[src/design/assert_macros.svh]
// ----------------------------------------------------------------------------
// Assertion macros
// Concurrent assertion helpers. In synthesis builds they are empty.
// ----------------------------------------------------------------------------
`ifndef ASSERT_MACROS_SVH
`define ASSERT_MACROS_SVH

`ifndef SYNTHESIS

// antecedent holds -> consequent holds in the same cycle
`define ASSERT_SAME(label, clk, rst_n, ante, cons) \
    label: assert property (@(posedge clk) disable iff (!rst_n) (ante) |-> (cons)) \
        else $error("assertion failed");

// antecedent holds -> consequent holds in the next cycle
`define ASSERT_NEXT(label, clk, rst_n, ante, cons) \
    label: assert property (@(posedge clk) disable iff (!rst_n) (ante) |=> (cons)) \
        else $error("assertion failed");

`else

`define ASSERT_SAME(label, clk, rst_n, ante, cons)
`define ASSERT_NEXT(label, clk, rst_n, ante, cons)

`endif

`endif

[src/design/b64e_pkg.sv]
// ----------------------------------------------------------------------------
// b64e_pkg
// Types, alphabets and pad codes shared by the Base64 encoder modules.
// ----------------------------------------------------------------------------
`timescale 1ns / 1ps

package b64e_pkg;

    typedef enum logic
    {
        ALPHA_STD    = 1'b0,
        ALPHA_CUSTOM = 1'b1
    } alphabet_t;

    localparam logic [7:0] PAD_STD    = 8'h3D;  // '='
    localparam logic [7:0] PAD_CUSTOM = 8'h23;  // '#'

    // First character sits in the top byte.
    localparam logic [511:0] STD_ALPHA =
        "ABCDEFGHIJKLMNOPQRSTUVWXYZabcdefghijklmnopqrstuvwxyz0123456789+/";
    // Custom set as ASCII codes, eight characters per word.
    localparam logic [511:0] CUSTOM_ALPHA =
    {
        64'h5469_6765_725F_7875,
        64'h3139_3834_3230_3662,
        64'h7A23_3525_3324_5777,
        64'h7049_5137_2A26_5B2C,
        64'h5D6D_4E6F_5945_7340,
        64'h2158_5548_4261_5A43,
        64'h7152_744F_6344_3C66,
        64'h4746_2B3E_2E68_6A4A
    };

    // One encoded group: 24 bits of data, number of trailing pads, end of message.
    typedef struct packed
    {
        logic [23:0] group;
        logic [1:0]  pad_count;
        logic        last_group;
    } group_entry_t;

    typedef struct packed
    {
        logic full;
        logic empty;
    } queue_status_t;

    function automatic logic [7:0] map_char(alphabet_t sel, logic [5:0] sym);
        logic [8:0] bit_pos;
        logic [7:0] ch;
        bit_pos = {~sym, 3'b000};
        if (sel == ALPHA_CUSTOM)
        begin
            ch = CUSTOM_ALPHA[bit_pos +: 8];
        end
        else
        begin
            ch = STD_ALPHA[bit_pos +: 8];
        end
        return ch;
    endfunction

    function automatic logic [7:0] pad_char(alphabet_t sel);
        return (sel == ALPHA_CUSTOM) ? PAD_CUSTOM : PAD_STD;
    endfunction

endpackage

[src/design/b64e_front.sv]
// ----------------------------------------------------------------------------
// b64e_front
// Collects input bytes into groups of three and queues finished groups.
// ----------------------------------------------------------------------------
`timescale 1ns / 1ps

module b64e_front
(
    input  logic                  clk,
    input  logic                  rst_n,
    input  logic [7:0]            data_byte,
    input  logic                  last_byte,
    input  logic                  in_valid,
    output logic                  in_ready,
    input  b64e_pkg::queue_status_t q_status,
    output logic                  push,
    output b64e_pkg::group_entry_t push_entry
);

    logic [15:0] held_bytes_reg;
    logic [15:0] held_bytes_next;
    logic [1:0]  held_count_reg;
    logic [1:0]  held_count_next;
    logic        accept;

    assign in_ready = !q_status.full;
    assign accept   = in_valid && in_ready;
    assign push     = accept && ((held_count_reg == 2'd2) || last_byte);

    always_comb
    begin
        held_bytes_next = held_bytes_reg;
        held_count_next = held_count_reg;
        push_entry      = '0;

        case (held_count_reg)
            2'd2:
            begin
                push_entry.group     = {held_bytes_reg, data_byte};
                push_entry.pad_count = 2'd0;
            end
            2'd1:
            begin
                push_entry.group     = {held_bytes_reg[7:0], data_byte, 8'h00};
                push_entry.pad_count = 2'd1;
            end
            default:
            begin
                push_entry.group     = {data_byte, 16'h0000};
                push_entry.pad_count = 2'd2;
            end
        endcase
        push_entry.last_group = last_byte;

        if (accept)
        begin
            if (push)
            begin
                held_bytes_next = '0;
                held_count_next = 2'd0;
            end
            else
            begin
                held_bytes_next = {held_bytes_reg[7:0], data_byte};
                held_count_next = held_count_reg + 2'd1;
            end
        end
    end

    always_ff @(posedge clk or negedge rst_n)
    begin
        if (!rst_n)
        begin
            held_bytes_reg <= '0;
            held_count_reg <= 2'd0;
        end
        else
        begin
            held_bytes_reg <= held_bytes_next;
            held_count_reg <= held_count_next;
        end
    end

endmodule

[src/design/b64e_queue.sv]
// ----------------------------------------------------------------------------
// b64e_queue
// Small FIFO of encoded groups between the front and back ends.
// ----------------------------------------------------------------------------
`timescale 1ns / 1ps

module b64e_queue
#(
    parameter int DEPTH = 2
)
(
    input  logic                   clk,
    input  logic                   rst_n,
    input  logic                   push,
    input  b64e_pkg::group_entry_t push_entry,
    input  logic                   pop,
    output b64e_pkg::group_entry_t head_entry,
    output b64e_pkg::queue_status_t status
);

    localparam int PTR_W = (DEPTH > 1) ? $clog2(DEPTH) : 1;
    localparam int CNT_W = $clog2(DEPTH + 1);
    localparam logic [PTR_W-1:0] LAST_PTR = PTR_W'(DEPTH - 1);
    localparam logic [CNT_W-1:0] FULL_CNT = CNT_W'(DEPTH);

    b64e_pkg::group_entry_t entries_reg [DEPTH];
    logic [PTR_W-1:0] wr_ptr_reg;
    logic [PTR_W-1:0] wr_ptr_next;
    logic [PTR_W-1:0] rd_ptr_reg;
    logic [PTR_W-1:0] rd_ptr_next;
    logic [CNT_W-1:0] count_reg;
    logic [CNT_W-1:0] count_next;

    assign head_entry   = entries_reg[rd_ptr_reg];
    assign status.full  = (count_reg == FULL_CNT);
    assign status.empty = (count_reg == '0);

    always_comb
    begin
        wr_ptr_next = wr_ptr_reg;
        rd_ptr_next = rd_ptr_reg;
        count_next  = count_reg;
        if (push)
        begin
            wr_ptr_next = (wr_ptr_reg == LAST_PTR) ? '0 : wr_ptr_reg + 1'b1;
        end
        if (pop)
        begin
            rd_ptr_next = (rd_ptr_reg == LAST_PTR) ? '0 : rd_ptr_reg + 1'b1;
        end
        if (push && !pop)
        begin
            count_next = count_reg + 1'b1;
        end
        else if (pop && !push)
        begin
            count_next = count_reg - 1'b1;
        end
    end

    always_ff @(posedge clk)
    begin
        if (push)
        begin
            entries_reg[wr_ptr_reg] <= push_entry;
        end
    end

    always_ff @(posedge clk or negedge rst_n)
    begin
        if (!rst_n)
        begin
            wr_ptr_reg <= '0;
            rd_ptr_reg <= '0;
            count_reg  <= '0;
        end
        else
        begin
            wr_ptr_reg <= wr_ptr_next;
            rd_ptr_reg <= rd_ptr_next;
            count_reg  <= count_next;
        end
    end

endmodule

[src/design/b64e_back.sv]
// ----------------------------------------------------------------------------
// b64e_back
// Turns one queued group into four characters, one per accepted output word.
// ----------------------------------------------------------------------------
`timescale 1ns / 1ps

module b64e_back
(
    input  logic                    clk,
    input  logic                    rst_n,
    input  b64e_pkg::alphabet_t     alphabet_select,
    input  b64e_pkg::group_entry_t  head_entry,
    input  b64e_pkg::queue_status_t q_status,
    output logic                    pop,
    output logic [7:0]              code_char,
    output logic                    last_char,
    output logic                    out_valid,
    input  logic                    out_ready
);

    b64e_pkg::group_entry_t entry_reg;
    logic       busy_reg;
    logic       busy_next;
    logic [1:0] char_idx_reg;
    logic [1:0] char_idx_next;
    logic       out_accept;
    logic       final_char;
    logic [5:0] sym;
    logic       is_pad;

    assign out_valid  = busy_reg;
    assign out_accept = busy_reg && out_ready;
    assign final_char = (char_idx_reg == 2'd3);
    // refill on the same edge the fourth character leaves
    assign pop        = !q_status.empty && (!busy_reg || (out_accept && final_char));

    always_comb
    begin
        case (char_idx_reg)
            2'd0:    sym = entry_reg.group[23:18];
            2'd1:    sym = entry_reg.group[17:12];
            2'd2:    sym = entry_reg.group[11:6];
            default: sym = entry_reg.group[5:0];
        endcase
        is_pad = ((char_idx_reg == 2'd3) && (entry_reg.pad_count != 2'd0))
              || ((char_idx_reg == 2'd2) && (entry_reg.pad_count == 2'd2));
        code_char = is_pad ? b64e_pkg::pad_char(alphabet_select)
                           : b64e_pkg::map_char(alphabet_select, sym);
        last_char = entry_reg.last_group && final_char;
    end

    always_comb
    begin
        busy_next     = busy_reg;
        char_idx_next = char_idx_reg;
        if (pop)
        begin
            busy_next     = 1'b1;
            char_idx_next = 2'd0;
        end
        else if (out_accept)
        begin
            if (final_char)
            begin
                busy_next = 1'b0;
            end
            char_idx_next = char_idx_reg + 2'd1;
        end
    end

    always_ff @(posedge clk)
    begin
        if (pop)
        begin
            entry_reg <= head_entry;
        end
    end

    always_ff @(posedge clk or negedge rst_n)
    begin
        if (!rst_n)
        begin
            busy_reg     <= 1'b0;
            char_idx_reg <= 2'd0;
        end
        else
        begin
            busy_reg     <= busy_next;
            char_idx_reg <= char_idx_next;
        end
    end

endmodule

[src/design/base64_encoder_two_alphabets.sv]
// A byte that closes a group is written into the group queue, then into the back end's
// group register before its first character shows. The back end gives one character per
// cycle while out_ready is high and a group waits; each group, full or partial, gives
// four characters. The group queue lets input run ahead by QUEUE_DEPTH groups.
// Reset (rst_n, async, active low) empties the queue and selects the standard alphabet.
`timescale 1ns / 1ps
`include "assert_macros.svh"

// ----------------------------------------------------------------------------
// base64_encoder_two_alphabets
// Streaming Base64 encoder with a standard and a custom alphabet.
// ----------------------------------------------------------------------------
module base64_encoder_two_alphabets
#(
    parameter int QUEUE_DEPTH = 2
)
(
    input  logic       clk,
    input  logic       rst_n,
    input  logic       cfg_we,
    input  logic [0:0] cfg_wdata,
    input  logic [7:0] data_byte,
    input  logic       last_byte,
    input  logic       in_valid,
    output logic       in_ready,
    output logic [7:0] code_char,
    output logic       last_char,
    output logic       out_valid,
    input  logic       out_ready
);

    b64e_pkg::alphabet_t     alphabet_select_reg;
    b64e_pkg::group_entry_t  push_entry;
    b64e_pkg::group_entry_t  head_entry;
    b64e_pkg::queue_status_t q_status;
    logic                    push;
    logic                    pop;

    always_ff @(posedge clk or negedge rst_n)
    begin
        if (!rst_n)
        begin
            alphabet_select_reg <= b64e_pkg::ALPHA_STD;
        end
        else if (cfg_we)
        begin
            alphabet_select_reg <= b64e_pkg::alphabet_t'(cfg_wdata[0]);
        end
    end

    b64e_front u_front
    (
        .clk        (clk),
        .rst_n      (rst_n),
        .data_byte  (data_byte),
        .last_byte  (last_byte),
        .in_valid   (in_valid),
        .in_ready   (in_ready),
        .q_status   (q_status),
        .push       (push),
        .push_entry (push_entry)
    );

    b64e_queue #(.DEPTH(QUEUE_DEPTH)) u_queue
    (
        .clk        (clk),
        .rst_n      (rst_n),
        .push       (push),
        .push_entry (push_entry),
        .pop        (pop),
        .head_entry (head_entry),
        .status     (q_status)
    );

    b64e_back u_back
    (
        .clk             (clk),
        .rst_n           (rst_n),
        .alphabet_select (alphabet_select_reg),
        .head_entry      (head_entry),
        .q_status        (q_status),
        .pop             (pop),
        .code_char       (code_char),
        .last_char       (last_char),
        .out_valid       (out_valid),
        .out_ready       (out_ready)
    );

    `ASSERT_SAME(a_no_push_when_full, clk, rst_n, push, !q_status.full)
    `ASSERT_SAME(a_no_pop_when_empty, clk, rst_n, pop, !q_status.empty)
    `ASSERT_NEXT(a_final_byte_queued, clk, rst_n, in_valid && in_ready && last_byte, !q_status.empty)

endmodule

[config.mk]
export PLATFORM = sky130hd
export DESIGN_NAME = base64_encoder_two_alphabets
export DESIGN_NICKNAME = d
export VERILOG_FILES = /design/src/design/b64e_pkg.sv /design/src/design/b64e_front.sv /design/src/design/b64e_queue.sv /design/src/design/b64e_back.sv /design/src/design/base64_encoder_two_alphabets.sv
export VERILOG_INCLUDE_DIRS = /design/src /design/src/design
export SDC_FILE = /design/constraint.sdc
export NUM_CORES = 1
export LEC_CHECK = 0
export BUFFER_PORTS_ARGS = -buffer_cell sky130_fd_sc_hd__buf_2
export CELL_PAD_IN_SITES_DETAIL_PLACEMENT = 0
export CELL_PAD_IN_SITES_GLOBAL_PLACEMENT = 1
export CORE_MARGIN = 2
export CORE_UTILIZATION = 32
export DETAILED_ROUTE_END_ITERATION = 7
export MAX_ROUTING_LAYER = met4
export PLACE_DENSITY = 0.56
export SYNTH_ARGS = -nofsm -noshare
export SYNTH_HDL_FRONTEND = slang
export SYNTH_SLANG_ARGS = --single-unit
[constraint.sdc]
create_clock -name clk -period 4 [get_ports clk]
set_input_delay 0.2 -clock clk [delete_from_list [all_inputs] [get_ports clk]]
set_output_delay 0.2 -clock clk [all_outputs]
set_load 0.005 [all_outputs]
After elaboration in Yosys (flattened, before gate mapping). Memory sizes are Yosys's and may differ from the RTL's. A register that Yosys moved wholly into a read port is not among the register bits. Index checks and enable logic that the tools add are counted.

Multipliers: 0. Magnitude comparators: 0. Equal/unequal tests: 7. Div/mod/pow operators: 0. Reductions and logical operators: 25. Bitwise gates (word level): 1. Add/sub/neg operators: 6. Shift operators: 2. Muxes and demuxes: 18.

Operators with widths (number): 512-bit by 10-bit indexed part select with 8-bit output (first input constant) (2); 26-bit one-hot mux with 2 select lines (1); 6-bit one-hot mux with 3 select lines (1); 16-bit 2-to-1 mux (1); 8-bit 2-to-1 mux (2); 2-bit == test (second input constant) (5); 1-bit logical AND (10); 2-bit 2-to-1 mux (5); 2-bit nonzero test (4); 1-bit 2-to-1 mux (7); 2-bit by 1-bit adder with 2-bit output (second input constant) (3); 6-bit inverter (1); 1-bit logical NOT (5); 5-bit 2-to-1 mux (1); 2-bit by 1-bit == test with 1-bit output (second input constant) (2); 2-bit logical NOT (2); 1-bit logical OR (3); 1-bit adder (second input constant) (2); 2-bit AND reduction (1); 2-bit by 1-bit subtractor with 2-bit output (second input constant) (1).

Memories kept: 1. Input port bits: 15. Word-level logic and storage cells: 68. Output and inout port bits: 11. Latch bits: 0. ROM bits: 0. Memory bits (writable): 54. Register bits: 26.

Memory list: u_queue.entries_reg (words 2, width 27, read ports 1, clocked after Yosys merged registers in 1, write ports 1, line b64e_queue.sv:26) `b64e_pkg::group_entry_t entries_reg [DEPTH];`.

Depth between registers and ports, before layout.
Depth after elaboration: 8. Gate-level depth with buffers: 12. Mapped depth without buffers: 12.

Hierarchy. From an unflattened synthesis, not the netlist that was laid out.

Cell total of the unflattened synthesis: 527. Area, all modules: 6029.5 µm².

By module, submodules not included: b64e_back (area an instance 2702.6 µm², seq. area each 885.8 µm², times used 1, cells an instance 318); b64e_queue (area an instance 2234.6 µm², seq. area each 1721.7 µm², times used 1, cells an instance 100); b64e_front (area an instance 1052.3 µm², seq. area each 450.4 µm², times used 1, cells an instance 107); base64_encoder_two_alphabets (area an instance 40.0 µm², seq. area each 25.0 µm², times used 1, cells an instance 2).

Worst setup path before layout. OpenSTA, ideal clock, no wires.

Path kind: reg-to-reg. Start: reg u_queue.count_reg[0]. End: mem u_queue.entries_reg[0][0] (netlist bit) (enable). Required time: 3.555 ns. Slack: 0.656 ns. Period minus slack after synthesis: 3.344 ns. Stages on the path, launching flop included: 6. Setup time: 0.445 ns. Buffers on the path: 2. Data arrival time: 2.899 ns. Cell sequence: dfrtp_1 -> clkbuf_1 -> nand2b_1 -> nand2_1 -> clkbuf_1 -> nor3_1.

Longest elaborated chain between the ends: 6.

Ends and longest elaborated chain: from (decl) (line b64e_queue.sv:31) `logic [CNT_W-1:0] count_reg;`; from (signal assigned) (line b64e_queue.sv:81) `count_reg <= count_next;`; 2-bit == test (line b64e_queue.sv:35) `assign status.full = (count_reg == FULL_CNT);`; 1-bit logical NOT (line b64e_front.sv:26) `assign in_ready = !q_status.full;`; named net in_ready (line base64_encoder_two_alphabets.sv:25) `output logic in_ready,`; 1-bit logical AND (line b64e_front.sv:27) `assign accept = in_valid && in_ready;`; 1-bit logical AND (line b64e_front.sv:28) `assign push = accept && ((held_count_reg == 2'd2) || last_byte);`; 1-bit 2-to-1 mux (line b64e_queue.sv:63) `if (push)`; 1-bit 2-to-1 mux (implied by the code) (line b64e_queue.sv:65) `entries_reg[wr_ptr_reg] <= push_entry;`; to (decl) (line b64e_queue.sv:26).

The timed path passes the listed nets, and every way through them passes these cells.

Final worst setup path.
Start: reg u_back.char_idx_reg[1]. End: out code_char[0].

Longest elaborated chain between the ends: 6. Elaborated cells on any way between the ends: 13. Classes of those cells: eq/ne (3); shift (2); mux (3); bitwise (1); reduce/logical (4).

Ends and longest elaborated chain: from (decl) (line b64e_back.sv:24) `logic [1:0] char_idx_reg;`; from (signal assigned) (line b64e_back.sv:89) `char_idx_reg <= char_idx_next;`; 2-bit == test (tied with other cells) (line b64e_back.sv:39, b64e_back.sv:46); 6-bit one-hot mux with 3 select lines (line b64e_back.sv:39) `case (char_idx_reg)`; 6-bit inverter (line b64e_pkg.sv:51) `bit_pos = {~sym, 3'b000};`; 512-bit by 10-bit indexed part select with 8-bit output (on tied branches) (line b64e_pkg.sv:58, b64e_pkg.sv:54); 8-bit 2-to-1 mux (line b64e_pkg.sv:52) `if (sel == ALPHA_CUSTOM)`; 8-bit 2-to-1 mux * (line b64e_back.sv:47) `code_char = is_pad ? b64e_pkg::pad_char(alphabet_select)`; to (decl) (line base64_encoder_two_alphabets.sv:26) `output logic [7:0] code_char,`.

Every way passes the cells marked *; elsewhere a longest branch is shown, timed or not.

==> results.txt <==
The final critical-path required period is 3.78 ns. The total nets after synthesis came out at around 550. The mean area per synthesized cell is 11.1 µm². After synthesis, the netlist uses 58 different library cells. The Yosys warning count came out at 0. CTS placed an instance of sky130_fd_sc_hd__clkbuf_16 at the clock tree root. The count of endpoints failing hold in the final timing report came out at 0. Between clock sinks in the finished design, the worst skew comes to 0.00759 ns. The maximum ir drop on the vdd rail is 457 µV. Synthesis handed over a netlist of between 500 and 600 instances. The overall overflow remaining after global route is 0. The headroom to the max-slew limit is a little over a fifth. The power density over cell area is a little under 1000 nW/µm².

The worst register-to-register path ends at u_back.entry_reg[1]. The maximum fanout count along the critical path is 11. The number of antenna violations at the first check in global routing came out at 0. After legalization and detailed placement, the total HPWL measured 10,200 µm. The buffer levels on the longest clock path came out at 2. The fraction of final layout cells with drive strength greater than 1 is 19.6%. The number of flops mapped to enable cells by yosys is ~80.

The number of routed nets with antenna violations came out at 0. Once the clock tree was built, the setup fixing pass inserted 0 buffers. The area growth from synthesis to final layout is 13.8%.

The number of clock buffers added by TritonCTS is 9. The total wire length after detailed routing is approximately 15,000 µm. After synthesis the cells add up to 5720 µm². Setup repair after global routing could not meet its margin everywhere. The critical path ends at code_char[0]. The worst reg2reg path depth is 6. Dividing the detail-routed wire length by the instance count gives around 19 µm. The critical path starts at u_back.char_idx_reg[1]. The total of endpoints with negative setup slack in the final report is 0.

The placement row count is 48. The starting density of the core came out at 32.9%. Timing analysis after detailed placement gives a worst setup slack of around 0.32 ns.

The area of the core region came out at between 15,000 and 20,000 µm². The library cell used most frequently in the layout, excluding fill and tap cells, is sky130_fd_sc_hd__edfxtp_1. The number of stages on the worst hold path came out at 2. For this run, asynchronously set or reset flops after synthesis account for 24.3%.

The global routing usage summed across all routing layers came out at 16.8%. For this run, the leading register cell type out of synthesis is sky130_fd_sc_hd__edfxtp_1. The maximum number of pins on one net before global-route repair is 29. The level count of the clock H-tree came out at 3.

Once routing completed, OpenROAD measured the worst setup slack at roughly 0.22 ns. The worst register-to-register path begins at u_back.char_idx_reg[0]. 0 antenna diodes ended up in the layout. The top cell types in the final layout, fill and taps aside, are sky130_fd_sc_hd__edfxtp_1 (81), sky130_fd_sc_hd__nand2_1 (49), sky130_fd_sc_hd__nor2_1 (36), sky130_fd_sc_hd__o21ai_0 (36), sky130_fd_sc_hd__mux2_2 (30). In the routed design, unresolved DRC markers number 0. The die covers 19,000 µm². The kind of start point of the critical path is a flip-flop.

The actual transition at the worst max-transition pin came out at 1.18 ns. The finished layout cell area came out at 6510 µm². In this run the static leakage power is around 2.4 nW. The flip-flop count of the largest register, all copies and words added came out at between 50 and 60. Counting flops and latches in the post-synthesis netlist gives between 100 and 150. The detailed router finished its first iteration with 545 violations. The number of violations of the max-capacitance limit came out at 0. The clock-pin transition on the worst setup and hold timing paths is 0.07 ns. The number of max-slew violations in the final report is 0. The insertion delay to the later sink of the worst-skew pair came out at roughly 0.34 ns. The routability-driven placement congestion ratio is between 0.8 and 0.9. The fill cell instance count of the final layout came out at ~1,800. The number of ports placed on the die boundary came out at 26. The first-pass GRT wire length is 23,600 µm. The count of vias placed by the detailed router came out at 4,363.

The via count of the first global-routing pass is 4,157. The final critical path takes up 94.5% of the cycle. The worst endpoint required time came out at 3.80 ns. The post-layout total power came out at 6.30 mW.

The horizontal extent of the die came out at 138 µm. The flow ran to the end, and the final reports show no timing, DRC or antenna violations. In this run the register-to-register setup slack is roughly 1.5 ns. The port buffer count came out at 24. The critical path arrival came out at 3.58 ns. The endpoint class of the critical path is a primary output.

For this run, the register share of the synthesized area comes to 53.9%. The path type of the worst min-delay path is in2reg. The first detailed-routing pass took 5 iterations.

The instance area after placement came out at 6110 µm². Static timing analysis puts the maximum clock frequency at approximately 260 MHz. The clock net sink count is between 100 and 150. The critical path is of the reg2out type. The floorplan step set the die height to 138 µm. The CTS tree is done. For this run, the post-layout net count is 562. The post-detailed-route via-to-cell ratio is 5.73.
power by group:
group	switching, mW	internal, mW
clock	0.413	0.624
combinational	2.22	1.32
sequential	0.181	1.55
total	2.81	3.49
cell families (layout without fill, tap and decap cells):
group           count (synthesis)  in the layout  share of synthesized area [%]
compound gates                176            176                           21.9
xor+xnor                        5              5                          0.765
fa+ha+maj                      15             15                           3.28
buf+inv                        55             76                           4.05
flops                         107            107                           53.9
mux                            35             35                           6.78
other cells                     1              1                         0.0655
simple gates                  122            122                           9.32
per-stage QoR:
step	setup TNS (ns)	hold slack [ns]	utilization, %	std cells
CTS	0	0.0494	37.2	762
floorplan	0	-0.0956	-	516
detailed placement	0	0.275	35.1	745
global placement	0	0.259	35.1	745
global route	-0.00365	0.0642	37.4	762
finish	0	0.0545	37.4	762
layout make-up:
class,instances,area [µm²],share of cell area (%)
multi-input combinational,354,2460,37.7
inverter,16,60.1,0.922
sequential,107,3080,47.3
clock inverter,7,135,2.07
timing repair buffer,44,273,4.19
clock buffer,9,225,3.46
tap,225,282,4.32
worst max-delay path: stages (launching register included):
cell and delay, ns:
sky130_fd_sc_hd__dfrtp_1 0.41, sky130_fd_sc_hd__inv_1 0.10, sky130_fd_sc_hd__ha_1 0.32, sky130_fd_sc_hd__nand2_1 0.15
sky130_fd_sc_hd__a32oi_4 0.42, sky130_fd_sc_hd__inv_2 0.19, sky130_fd_sc_hd__ha_1 0.30, sky130_fd_sc_hd__a311oi_1 0.23
sky130_fd_sc_hd__o21ai_0 0.12, sky130_fd_sc_hd__a31oi_1 0.20, sky130_fd_sc_hd__nor4_1 0.08, sky130_fd_sc_hd__or4_1 0.55
sky130_fd_sc_hd__buf_2 0.15
Yosys cell counts (2+ instances only):
cell type	n	area (µm²)
sky130_fd_sc_hd__and2_1	10	62.6
sky130_fd_sc_hd__mux2_2	30	338
sky130_fd_sc_hd__dfrtp_1	26	651
sky130_fd_sc_hd__nand3_1	7	35.0
sky130_fd_sc_hd__a311o_1	2	20.0
sky130_fd_sc_hd__o2111ai_1	5	43.8
sky130_fd_sc_hd__o32ai_1	2	17.5
sky130_fd_sc_hd__nor3_1	8	40.0
sky130_fd_sc_hd__a21oi_1	25	125
sky130_fd_sc_hd__clkbuf_1	26	97.6
sky130_fd_sc_hd__a211oi_1	6	45.0
sky130_fd_sc_hd__nor2b_1	4	25.0
sky130_fd_sc_hd__xor2_1	4	35.0
sky130_fd_sc_hd__a211o_1	2	17.5
sky130_fd_sc_hd__inv_2	2	7.51
sky130_fd_sc_hd__o221ai_1	3	26.3
sky130_fd_sc_hd__ha_1	15	188
sky130_fd_sc_hd__o311ai_0	4	35.0
sky130_fd_sc_hd__a222oi_1	3	30.0
sky130_fd_sc_hd__a22o_1	19	166
sky130_fd_sc_hd__o22ai_1	6	37.5
sky130_fd_sc_hd__a21o_1	2	15.0
sky130_fd_sc_hd__inv_1	14	52.6
sky130_fd_sc_hd__a311oi_1	3	26.3
sky130_fd_sc_hd__o211ai_1	8	60.1
sky130_fd_sc_hd__edfxtp_1	81	2430
sky130_fd_sc_hd__a22oi_1	22	165
sky130_fd_sc_hd__nor4_1	2	12.5
sky130_fd_sc_hd__a21oi_2	3	26.3
sky130_fd_sc_hd__o21ai_0	36	180
sky130_fd_sc_hd__buf_2	11	55.1
sky130_fd_sc_hd__a31oi_1	12	75.1
sky130_fd_sc_hd__mux2i_1	5	50.1
sky130_fd_sc_hd__nand2_1	49	184
sky130_fd_sc_hd__nor2_1	36	135
how the worst min path moves through the flow:
stage	from	to	slack, ns
finish	cfg_we	alphabet_select_reg	0.05
global route	cfg_we	alphabet_select_reg	0.06
CTS	cfg_we	alphabet_select_reg	0.05
detailed placement	rst_n	u_front.held_count_reg[0]	0.27
global placement	rst_n	u_front.held_count_reg[0]	0.26
floorplan	rst_n	alphabet_select_reg	-0.1
per-layer routing:
layer	GRT usage (%)	routed length, µm	up-vias
li1	-	-	2013
met1	22.8	6830	2178
met2	25.6	6990	142
met3	2.94	716	30
met4	5.05	312	0
met5	-	0	-
timing repair:
item	CTS	global route
hold buffers	1	0
setup endpoints to repair	1	2
endpoints found under the hold margin	26	0
resized for setup	1	3
No activity file was read; power rests on OpenSTA's default activity.
